**src/rtl/weighted_sparse_slot_sampler_unit_assert.svh**
```systemverilog
// Assertion macros for the slot sampler.
`ifndef WEIGHTED_SPARSE_SLOT_SAMPLER_UNIT_ASSERT_SVH
`define WEIGHTED_SPARSE_SLOT_SAMPLER_UNIT_ASSERT_SVH
`ifndef SYNTHESIS
`define WSS_ASSERT_IMP(label, clk, rst_n, a, b) \
    label: assert property (@(posedge clk) disable iff (!rst_n) (a) |-> (b)) \
        else $error("assertion failed");
`define WSS_ASSERT_NXT(label, clk, rst_n, a, b) \
    label: assert property (@(posedge clk) disable iff (!rst_n) (a) |=> (b)) \
        else $error("assertion failed");
`else
`define WSS_ASSERT_IMP(label, clk, rst_n, a, b)
`define WSS_ASSERT_NXT(label, clk, rst_n, a, b)
`endif
`endif

```
**src/rtl/wss_pkg.sv**
```systemverilog
// Package: shared types and constants of the slot sampler.
`default_nettype none
package wss_pkg;
    localparam int DIM_ENTRIES_DEF = 4096;
    localparam int MAX_SLOTS_DEF = 40;
    localparam int CNT_W = 7;

    localparam logic [1:0] FUNC_MEASURE = 2'd0;
    localparam logic [1:0] FUNC_SAMPLE = 2'd1;
    localparam logic [1:0] FUNC_LOAD = 2'd2;
    localparam logic [1:0] FUNC_RESERVED = 2'd3;

    localparam logic [2:0] REG_USE_WEIGHTS = 3'd0;
    localparam logic [2:0] REG_USE_TABLES = 3'd1;
    localparam logic [2:0] REG_FIXED_LENGTH = 3'd2;
    localparam logic [2:0] REG_ACTIVE_DIMS = 3'd3;
    localparam logic [2:0] REG_SLOT_LIMIT = 3'd4;

    localparam logic [31:0] LCG_MUL = 32'd1664525;
    localparam logic [31:0] LCG_ADD = 32'd1013904223;
    localparam logic [23:0] PROB_ONE = 24'h800000;
    localparam logic [31:0] DEFAULT_MAX = 32'd65536;

    typedef struct packed {
        logic [1:0]  func;
        logic        first;
        logic        last;
        logic        in_range;
        logic [31:0] seed;
        logic [11:0] idx;
        logic [31:0] value;
        logic [23:0] weight;
        logic [5:0]  length;
        logic [17:0] start;
    } entry_t;

    typedef struct packed {
        logic        use_weights;
        logic        use_tables;
        logic [7:0]  fixed_length;
        logic [19:0] slot_limit;
    } cfg_t;

    typedef struct packed {
        logic [19:0] slot;
        logic        slot_valid;
        logic        item_end;
        logic        row_end;
        logic [15:0] set_size;
    } res_t;
endpackage
`default_nettype wire

```
**src/rtl/wss_front.sv**
```systemverilog
// Front end: accepts items, classifies them and queues them for the back end.
`default_nettype none
module wss_front #(
    parameter int DIM_ENTRIES = wss_pkg::DIM_ENTRIES_DEF
) (
    input  wire logic          clk,
    input  wire logic          rst_n,
    input  wire logic          push,
    output logic               full,
    input  wire logic [1:0]    func,
    input  wire logic          row_first,
    input  wire logic          row_last,
    input  wire logic [15:0]   group_id,
    input  wire logic [23:0]   point_number,
    input  wire logic [11:0]   dim_index,
    input  wire logic [31:0]   sample_value,
    input  wire logic [23:0]   entry_weight,
    input  wire logic [5:0]    entry_length,
    input  wire logic [17:0]   entry_start,
    input  wire logic [12:0]   active_dims,
    output wss_pkg::entry_t    q_head,
    output logic               q_valid,
    input  wire logic          q_pop
);
    wss_pkg::entry_t q_mem [2];
    wss_pkg::entry_t entry;
    logic            wr_ptr_reg, wr_ptr_next;
    logic            rd_ptr_reg, rd_ptr_next;
    logic [1:0]      count_reg, count_next;
    logic            accept;
    logic [31:0]     seed_g;
    logic [31:0]     seed_p;

    assign full = (count_reg == 2'd2);
    assign q_valid = (count_reg != 2'd0);
    assign q_head = q_mem[rd_ptr_reg];
    assign accept = push && !full;

    always_comb
    begin
        seed_g = 32'(group_id) * 32'd10007;
        seed_p = 32'(point_number) * 32'd12345;
        entry.func = func;
        entry.first = row_first;
        entry.last = row_last;
        entry.in_range = ({5'd0, dim_index} < 17'(DIM_ENTRIES)) &&
                         ((active_dims == 13'd0) || ({1'b0, dim_index} < active_dims));
        entry.seed = seed_g + seed_p + 32'd1354;
        entry.idx = dim_index;
        entry.value = sample_value;
        entry.weight = entry_weight;
        entry.length = entry_length;
        entry.start = entry_start;
        wr_ptr_next = accept ? !wr_ptr_reg : wr_ptr_reg;
        rd_ptr_next = q_pop ? !rd_ptr_reg : rd_ptr_reg;
        count_next = count_reg + 2'(accept) - 2'(q_pop);
    end

    always_ff @(posedge clk)
    begin
        if (accept)
        begin
            q_mem[wr_ptr_reg] <= entry;
        end
    end

    always_ff @(posedge clk or negedge rst_n)
    begin
        if (!rst_n)
        begin
            wr_ptr_reg <= 1'b0;
            rd_ptr_reg <= 1'b0;
            count_reg <= 2'd0;
        end
        else
        begin
            wr_ptr_reg <= wr_ptr_next;
            rd_ptr_reg <= rd_ptr_next;
            count_reg <= count_next;
        end
    end
endmodule
`default_nettype wire

```
**config.mk**
```make
export PLATFORM = sky130hd
export DESIGN_NAME = wss_front
export DESIGN_NICKNAME = d
export VERILOG_FILES = /design/src/rtl/weighted_sparse_slot_sampler_unit_assert.svh /design/src/rtl/wss_pkg.sv /design/src/rtl/wss_front.sv
export SDC_FILE = /design/constraint.sdc
export NUM_CORES = 1
export LEC_CHECK = 0
export ABC_AREA = 0
export BUFFER_PORTS_ARGS = -buffer_cell sky130_fd_sc_hd__buf_2
export CAP_MARGIN = 20
export CORE_MARGIN = 2
export CORE_UTILIZATION = 35
export CTS_BUF_LIST = sky130_fd_sc_hd__clkbuf_2
export DETAILED_ROUTE_END_ITERATION = 6
export SLEW_MARGIN = 20
export SYNTH_ARGS = -nofsm -noshare
export SYNTH_HDL_FRONTEND = slang
export SYNTH_SLANG_ARGS = --single-unit
```
**constraint.sdc**
```tcl
create_clock -name clk -period 12.05 [get_ports clk]
set_input_delay 0.6025 -clock clk [delete_from_list [all_inputs] [get_ports clk]]
set_output_delay 0.6025 -clock clk [all_outputs]
set_load 0.1 [all_outputs]
```
==> results of run 1 <==
cells by family (layout without fill, tap and decap cells):
family,after synthesis,in the layout,share of synthesized area [%]
xor+xnor,35,35,1.62
other cells,0,2,0
mux,130,130,7.71
compound gates,93,93,3.46
buf+inv,307,792,6.07
fa+ha+maj,457,457,37.9
flops,262,262,41.4
simple gates,73,73,1.86
Yosys cell counts, drive strengths merged:
cell	instances
inv	291
ha	260
edfxtp	258
fa	197
mux2	129
xnor2	26
nor2	25
a21oi	23
a21o	19
o21ai	16
nand2	14
clkbuf	13
xor2	9
o21bai	8
a211oi	6
a31oi	5
and3	5
nor3	5
dfrtp	4
nand2b	4
nand3	4
nand4	4
o21a	4
buf	3
nor4	3
a221oi	2
and2	2
nor2b	2
o31ai	2
o41ai	2
or2	2
a2111o	1
a311oi	1
a32oi	1
and4	1
mux2i	1
nor3b	1
o2111ai	1
o211ai	1
o311ai	1
or3	1
worst max-delay path: stages:
cell and delay, ns:
sky130_fd_sc_hd__buf_2 0.30, sky130_fd_sc_hd__ha_1 0.31, sky130_fd_sc_hd__ha_1 0.30, sky130_fd_sc_hd__inv_1 0.08, sky130_fd_sc_hd__fa_1 0.43, sky130_fd_sc_hd__fa_1 0.49, sky130_fd_sc_hd__inv_1 0.05, sky130_fd_sc_hd__fa_1 0.50
sky130_fd_sc_hd__fa_1 0.58, sky130_fd_sc_hd__fa_1 0.43, sky130_fd_sc_hd__fa_1 0.39, sky130_fd_sc_hd__ha_1 0.41, sky130_fd_sc_hd__a21o_1 0.19, sky130_fd_sc_hd__a21o_1 0.18, sky130_fd_sc_hd__a221oi_2 0.34, sky130_fd_sc_hd__a21oi_2 0.15
sky130_fd_sc_hd__o211ai_4 0.31, sky130_fd_sc_hd__a221oi_1 0.14, sky130_fd_sc_hd__o31ai_1 0.23, sky130_fd_sc_hd__a31oi_1 0.09
layout by cell type (no fill, tap or decap), drive strengths merged, types with 14 or more instances in the layout:
master       synthesis  routed
inv                291     292
fa                 197     197
nand2               14      14
mux2               129     129
a21o                19      19
buf                  3     287
dlygate4sd3          0     100
xnor2               26      26
clkinv               0      19
nor2                25      25
ha                 260     260
clkbuf              13      92
a21oi               23      23
edfxtp             258     258
o21ai               16      16
final cells by class:
cell class / count / area, um2 / share of cell area [%]
Clock buffer: 92 / 460 / 2.01
Tap cell: 696 / 871 / 3.81
Timing Repair Buffer: 387 / 2450 / 10.7
Inverter: 291 / 1090 / 4.78
Clock inverter: 22 / 146 / 0.640
Antenna cell: 2 / 5.00 / 0.0219
Sequential cell: 262 / 7850 / 34.3
Multi-Input combinational cell: 788 / 9990 / 43.7
repair_timing:
action / 4_1_cts / 5_1_grt
hold buffers: 100 / 0
hold endpoints to repair: 197 / 0
resized for setup: 0 / 0
worst max path at each step:
stage / startpoint / endpoint / slack [ns] / depth (start not counted)
2_1_floorplan: push / q_mem[0][0] / 5.38 / 2
3_3_place_gp: group_id[0] / q_mem[0][123] / 5.39 / 20
3_5_place_dp: group_id[0] / q_mem[0][122] / 5.25 / 22
4_1_cts: group_id[0] / q_mem[0][122] / 6.27 / 22
5_1_grt: group_id[0] / q_mem[0][122] / 6.02 / 22
6_report: group_id[8] / q_mem[0][122] / 6.15 / 20
routing by layer:
metal	wire [um]	vias to the layer above
met4	804	0
met1	20200	5780
met5	0	-
met2	21900	370
met3	3040	58
li1	-	5525
stage by stage:
stage	worst slack (ns)	cells
after floorplan	5.38	1357
after global placement	5.39	2324
after detailed placement	5.25	2324
after CTS	6.27	2538
after global routing	6.02	2539
final	6.15	2540
==> summary.md, run 1 <==
The post-detailed-placement half-perimeter wirelength was 36400 um; the data required time of the worst path was 12.63 ns. The layout cell share with drive strength beyond 1 came out at 28.8%. The number of max-slew violations in the final report was 0. In this run the clock root is driven by a sky130_fd_sc_hd__clkbuf_2. The floorplan step defined a die boundary enclosing 56100 um2.

For the number of endpoints failing setup at the final stage, the log shows 0. In this run the worst hold path is classified as input pin to flip-flop. TritonCTS built the clock tree. Global routing consumed, on the met2 layer, 27.8% of the routing resources. The instance count along the most critical hold path is 3. The tools report the count of fill cells added during filler insertion as 5014. Clock skew on the completed layout was measured at 0.0516 ns. The sequential cell area fraction in the yosys report is 41.4%.

The worst hold slack across all endpoints is 0.161 ns. The run gives 11700 as the number of vias after detailed routing. In the routed design, unresolved DRC markers number 0.

The logs give 21200 um2 for the placed instance area and 22900 um2 for the cell area after layout. Overall track demand over capacity in global routing: 16.3%. The flip-flop and latch count after synthesis works out to 262.

For the CTS buffer count, the log shows 61. In this run the tool buffered the top-level ports with 283 buffer cells. The summed negative setup slack over all endpoints came out at 0 ns. Measured on the finished design, the core utilization comes to 42.6%.

Wires add up to 46000 um. The number of iterations in the first detailed-routing pass was 4. The logs give 0 for the count of buffers added by post-CTS timing repair for setup and 0 for the warning count from the yosys run. In this run the worst path has a maximum fanout of 7.

Dividing the detail-routed wire length by the instance count gives 18.1 um. The number of max-cap violations was 0. The number of endpoints with negative hold slack in the final report was 0. The global placement routability congestion was 0.902.

Endpoint of the worst hold path: wr_ptr_reg. In the routed layout, each cell is associated on average with a via count of 4.62. The area share of the largest cell type after synthesis was 40.8%; the unique cell type count in the Yosys netlist was 48. In this run the standard cell core region covers 53700 um2. For the pin with the worst max-slew slack, the measured transition is 1.03 ns. After layout, the worst path uses 48.9% of the clock period. The floorplan step set the die height to 237 um.

The clock-pin slew reported for the worst setup and hold paths after clock tree synthesis works out to 0.10 ns. Cell accounting for the most synthesized area: sky130_fd_sc_hd__edfxtp_1. Summing every instance area after synthesis gives 19000 um2.

The minimum clock period after layout came out at 5.90 ns. The run finished with clean final reports. The most utilized layer in the global route result was met2.

End of the worst register-to-register path: q_mem[0][41]. For the final net count, the log shows 2401. Number of flip-flops under the largest register name: 258. The H-tree was split into 2 levels. In this run the most critical hold path is launched from push. The area growth from synthesis to layout is 20.5%. STA classifies the critical path endpoint as a flip-flop. The tools report the first-pass GRT wire length as 70600 um. The tools report the source-to-sink clock delay at the later pin of the worst-skew pair as 0.88 ns. After synthesis, the mean cell area works out to 14.0 um2.

The via count of the first global-routing pass was 12600; the logic depth of the worst register-to-register path was 5. For the initial antenna violation count, the log shows 2. The total grt overflow is 0, and the data arrival time of the worst path is 6.48 ns. Setup repair after global routing left no endpoint under its margin. The number of instances in the synthesized netlist was 1357. For this design the top-level I/O count stands at 284. The initialized floorplan defines 85 standard-cell rows. The remaining number of nets flagged by the antenna check after routing was 0; the internal reg-to-reg setup slack was 9.21 ns. Counting along the longest clock path gives a buffer depth of 3.

Headroom to the max-slew limit came out at 31.4%. The clock sink count is 262. In the post-synthesis netlist, the biggest area contributors are sky130_fd_sc_hd__edfxtp_1 41%, sky130_fd_sc_hd__fa_1 21%, sky130_fd_sc_hd__ha_1 17%. In this run the horizontal extent of the chip is 237 um. The effective utilization at floorplan was 35.3%. The detailed router finished its first iteration with 413 violations.

The kind of launch point of the worst setup path was an input pin. The beginning of the worst register-to-register path is count_reg[1]. Entering global routing, the biggest net connects 73 pins. The logs give 21.5% for the met1 track utilization from global routing and 0.170 GHz for the maximum clock frequency.

For the post-synthesis net count, the log shows 1967. The tools report the met3 track demand over resource in global routing as 3.04%. The setup path with the least slack is of type input pin to flip-flop.
Power of run 1 is left out: the tool's default activity adds up to more than one toggle a clock period on the data nets, which glitch-free logic cannot reach.
==> run 2: changes to the inputs <==
==> constraint.sdc (replaced) <==
create_clock -name clk -period 5.75 [get_ports clk]
set_input_delay 0.2875 -clock clk [delete_from_list [all_inputs] [get_ports clk]]
set_output_delay 0.2875 -clock clk [all_outputs]
set_load 0.1 [all_outputs]
==> summary.md, run 2 (same netlist as run 1, synthesis figures left out) <==
The run finished with clean final reports. The total grt overflow is 0, and the logic depth of the worst register-to-register path is 3. For the number of iterations in the first detailed-routing pass, the log shows 6. STA classifies the critical path endpoint as a flip-flop. The clock-pin slew reported for the worst setup and hold paths after clock tree synthesis is 0.10 ns. The class of the most critical setup path was input pin to flip-flop. Clock tree synthesis found a total of 262 sinks. The startpoint identified for the worst hold timing path is entry_weight[11]. The routed layout has 12200 vias. The worst hold path terminates at q_mem[1][35].

Measured along the y axis, the die boundary spans 237 um. TritonCTS built the clock tree. After routing the design area is 24200 um2. The minimum clock period after layout was 5.45 ns. In this run the worst setup path begins at group_id[0]. Setup violations remaining at the end of the flow were counted as 0. The setup slack after layout is 0.298 ns, and the die width is 237 um. The first global-routing pass estimated 71300 um of wire.

The number of flip-flops under the largest register name is 258. The worst hold slack across all endpoints was 0.128 ns. Entering global routing, the biggest net connects 116 pins. The logs give 0 for the number of max-slew violations in the final report and 3 for the maximum clock insertion buffer count. Timing would allow up to 0.183 GHz. The overall track demand over capacity in global routing is 16.3%. The tools report the library cell used as clock root buffer as sky130_fd_sc_hd__clkbuf_2.

The logs give 22400 um2 for the placed instance area and 4892 for the count of fill cells added during filler insertion. The post-detailed-placement half-perimeter wirelength is 37000 um. The tools report the number of endpoints with negative hold slack in the final report as 0. The number of DRC violations after detailed routing was 0; the CTS buffer count was 61. Including well taps, the total number of placed cells is 2470. Measured against its own limit, the worst slew margin works out to 34.9%.

The count of port buffers added during placement is 283. The type of the most critical hold path was input pin to flip-flop. The cts-stage hold buffer count is 127. Setup repair after global routing left no endpoint under its margin.

The per-cell via count in the routed design works out to 4.51. At the placement stage, the worst setup path has a slack of -0.584 ns. The via count of the first global-routing pass is 13300, and the effective utilization at floorplan is 35.3%. The number of gates resized after CTS was 0. Count of buffers added by post-CTS timing repair for setup: 0. From synthesis to final layout, the design area changed by 27.6%. Instance count along the most critical hold path: 2. The floorplan step defined a die boundary enclosing 56100 um2. The tools report the final net count as 2574. The tools report the final cell count without fillers as 2704. In this run the count of I/O pins placed on the die edge is 284. The final critical path takes up 94.8% of the cycle. At the worst endpoint, the required time is 6.30 ns.

The number of max-cap violations came out at 0. The layout cell share with drive strength beyond 1 was 33.5%. The worst register-to-register path ends at q_mem[1][15]. The run gives 0.87 ns as the source-to-sink clock delay at the later pin of the worst-skew pair. Leaving out fill and tap cells, the most frequent cells in the layout are 291 x sky130_fd_sc_hd__inv_1, 283 x sky130_fd_sc_hd__buf_2, 259 x sky130_fd_sc_hd__ha_1, 258 x sky130_fd_sc_hd__edfxtp_1, 197 x sky130_fd_sc_hd__fa_1.

STA classifies the critical path startpoint as an input pin. The count of nets left with antenna violations once routing finished came out at 0. Largest fanout on the critical path: 5. The clock arrives with 0.0756 ns of skew. The initialized floorplan defines 85 standard-cell rows. The run gives 45900 um as the final wirelength.

The run gives 2 as the depth of the CTS H-tree. The initial antenna violation count was 2. Beginning of the worst register-to-register path: count_reg[1]. Most common library cell in the layout ignoring fill and taps: sky130_fd_sc_hd__inv_1. For the pin with the worst max-slew slack, the measured transition is 0.977 ns.

The data arrival time of the worst path is 6.00 ns, and the area inside the core boundary is 53700 um2. The iteration-0 DRC count of the detailed router is 437, and the internal reg-to-reg setup slack is 3.06 ns. The congestion estimate from routability-driven global placement came to 0.885. The routed length per instance works out to 17.0 um.
-- run 2: cell types whose count changed in the layout (fill, tap and decap cells not counted) --
cell and delta:
sky130_fd_sc_hd__ha_1 -1, sky130_fd_sc_hd__clkinv_1 -3, sky130_fd_sc_hd__clkinv_2 +1, sky130_fd_sc_hd__buf_4 +145, sky130_fd_sc_hd__clkinv_4 -1, sky130_fd_sc_hd__clkbuf_2 -5, sky130_fd_sc_hd__dlygate4sd3_1 +27, sky130_fd_sc_hd__clkinvlp_4 +1
sky130_fd_sc_hd__ha_4 +1, sky130_fd_sc_hd__diode_2 -1, sky130_fd_sc_hd__inv_2 -1, sky130_fd_sc_hd__buf_12 +1
-- run 2: metal layers --
metal	vias up	GRT usage, %	share of wire, %
li1	5853	-	-
met2	331	29.4	49
met3	54	3.28	6.1
met5	-	0	0
met4	0	3.97	1.5
met1	5945	20.1	43
-- run 2: how the worst max path moves through the flow --
| stage | slack (ns) | cells after the start | to |
|---|---|---|---|
| after floorplan | 0.008 | 18 | q_mem[0][122] |
| after global placement | -0.50 | 20 | q_mem[0][123] |
| after detailed placement | -0.58 | 21 | q_mem[0][122] |
| after CTS | 0.44 | 20 | q_mem[0][123] |
| after global routing | 0.12 | 20 | q_mem[0][123] |
| final | 0.30 | 20 | q_mem[0][123] |
-- run 2: per-stage QoR --
stage               TNS [ns]  utilization (%)
floorplan                  0                -
global placement       -9.71             41.7
detailed placement    -12.66             41.7
CTS                        0             45.1
global route               0             45.1
finish                     0             45.1
-- run 2: area by class of cell --
class                      count  area (um2)  area share, %
antenna                        1        2.50         0.0103
clock buffer                  87         435           1.80
clock inverter                19         135          0.558
inverter                     291        1090           4.51
multi-input combinational    788       10000           41.3
sequential                   262        7850           32.4
tap                          696         871           3.60
timing repair buffer         560        3830           15.8
-- run 2: critical path: stages --
cell	delay [ns]
sky130_fd_sc_hd__buf_2	0.11
sky130_fd_sc_hd__fa_1	0.45
sky130_fd_sc_hd__fa_1	0.47
sky130_fd_sc_hd__fa_1	0.52
sky130_fd_sc_hd__inv_1	0.05
sky130_fd_sc_hd__fa_1	0.48
sky130_fd_sc_hd__inv_1	0.06
sky130_fd_sc_hd__fa_1	0.47
sky130_fd_sc_hd__fa_1	0.56
sky130_fd_sc_hd__fa_1	0.42
sky130_fd_sc_hd__ha_1	0.29
sky130_fd_sc_hd__ha_1	0.32
sky130_fd_sc_hd__a21oi_1	0.17
sky130_fd_sc_hd__o21ai_0	0.14
sky130_fd_sc_hd__a32oi_1	0.25
sky130_fd_sc_hd__nand4_1	0.19
sky130_fd_sc_hd__nand2_1	0.15
sky130_fd_sc_hd__o21ai_2	0.11
sky130_fd_sc_hd__o41ai_1	0.38
sky130_fd_sc_hd__nor3_1	0.11
Power of run 2 is left out for the same reason.
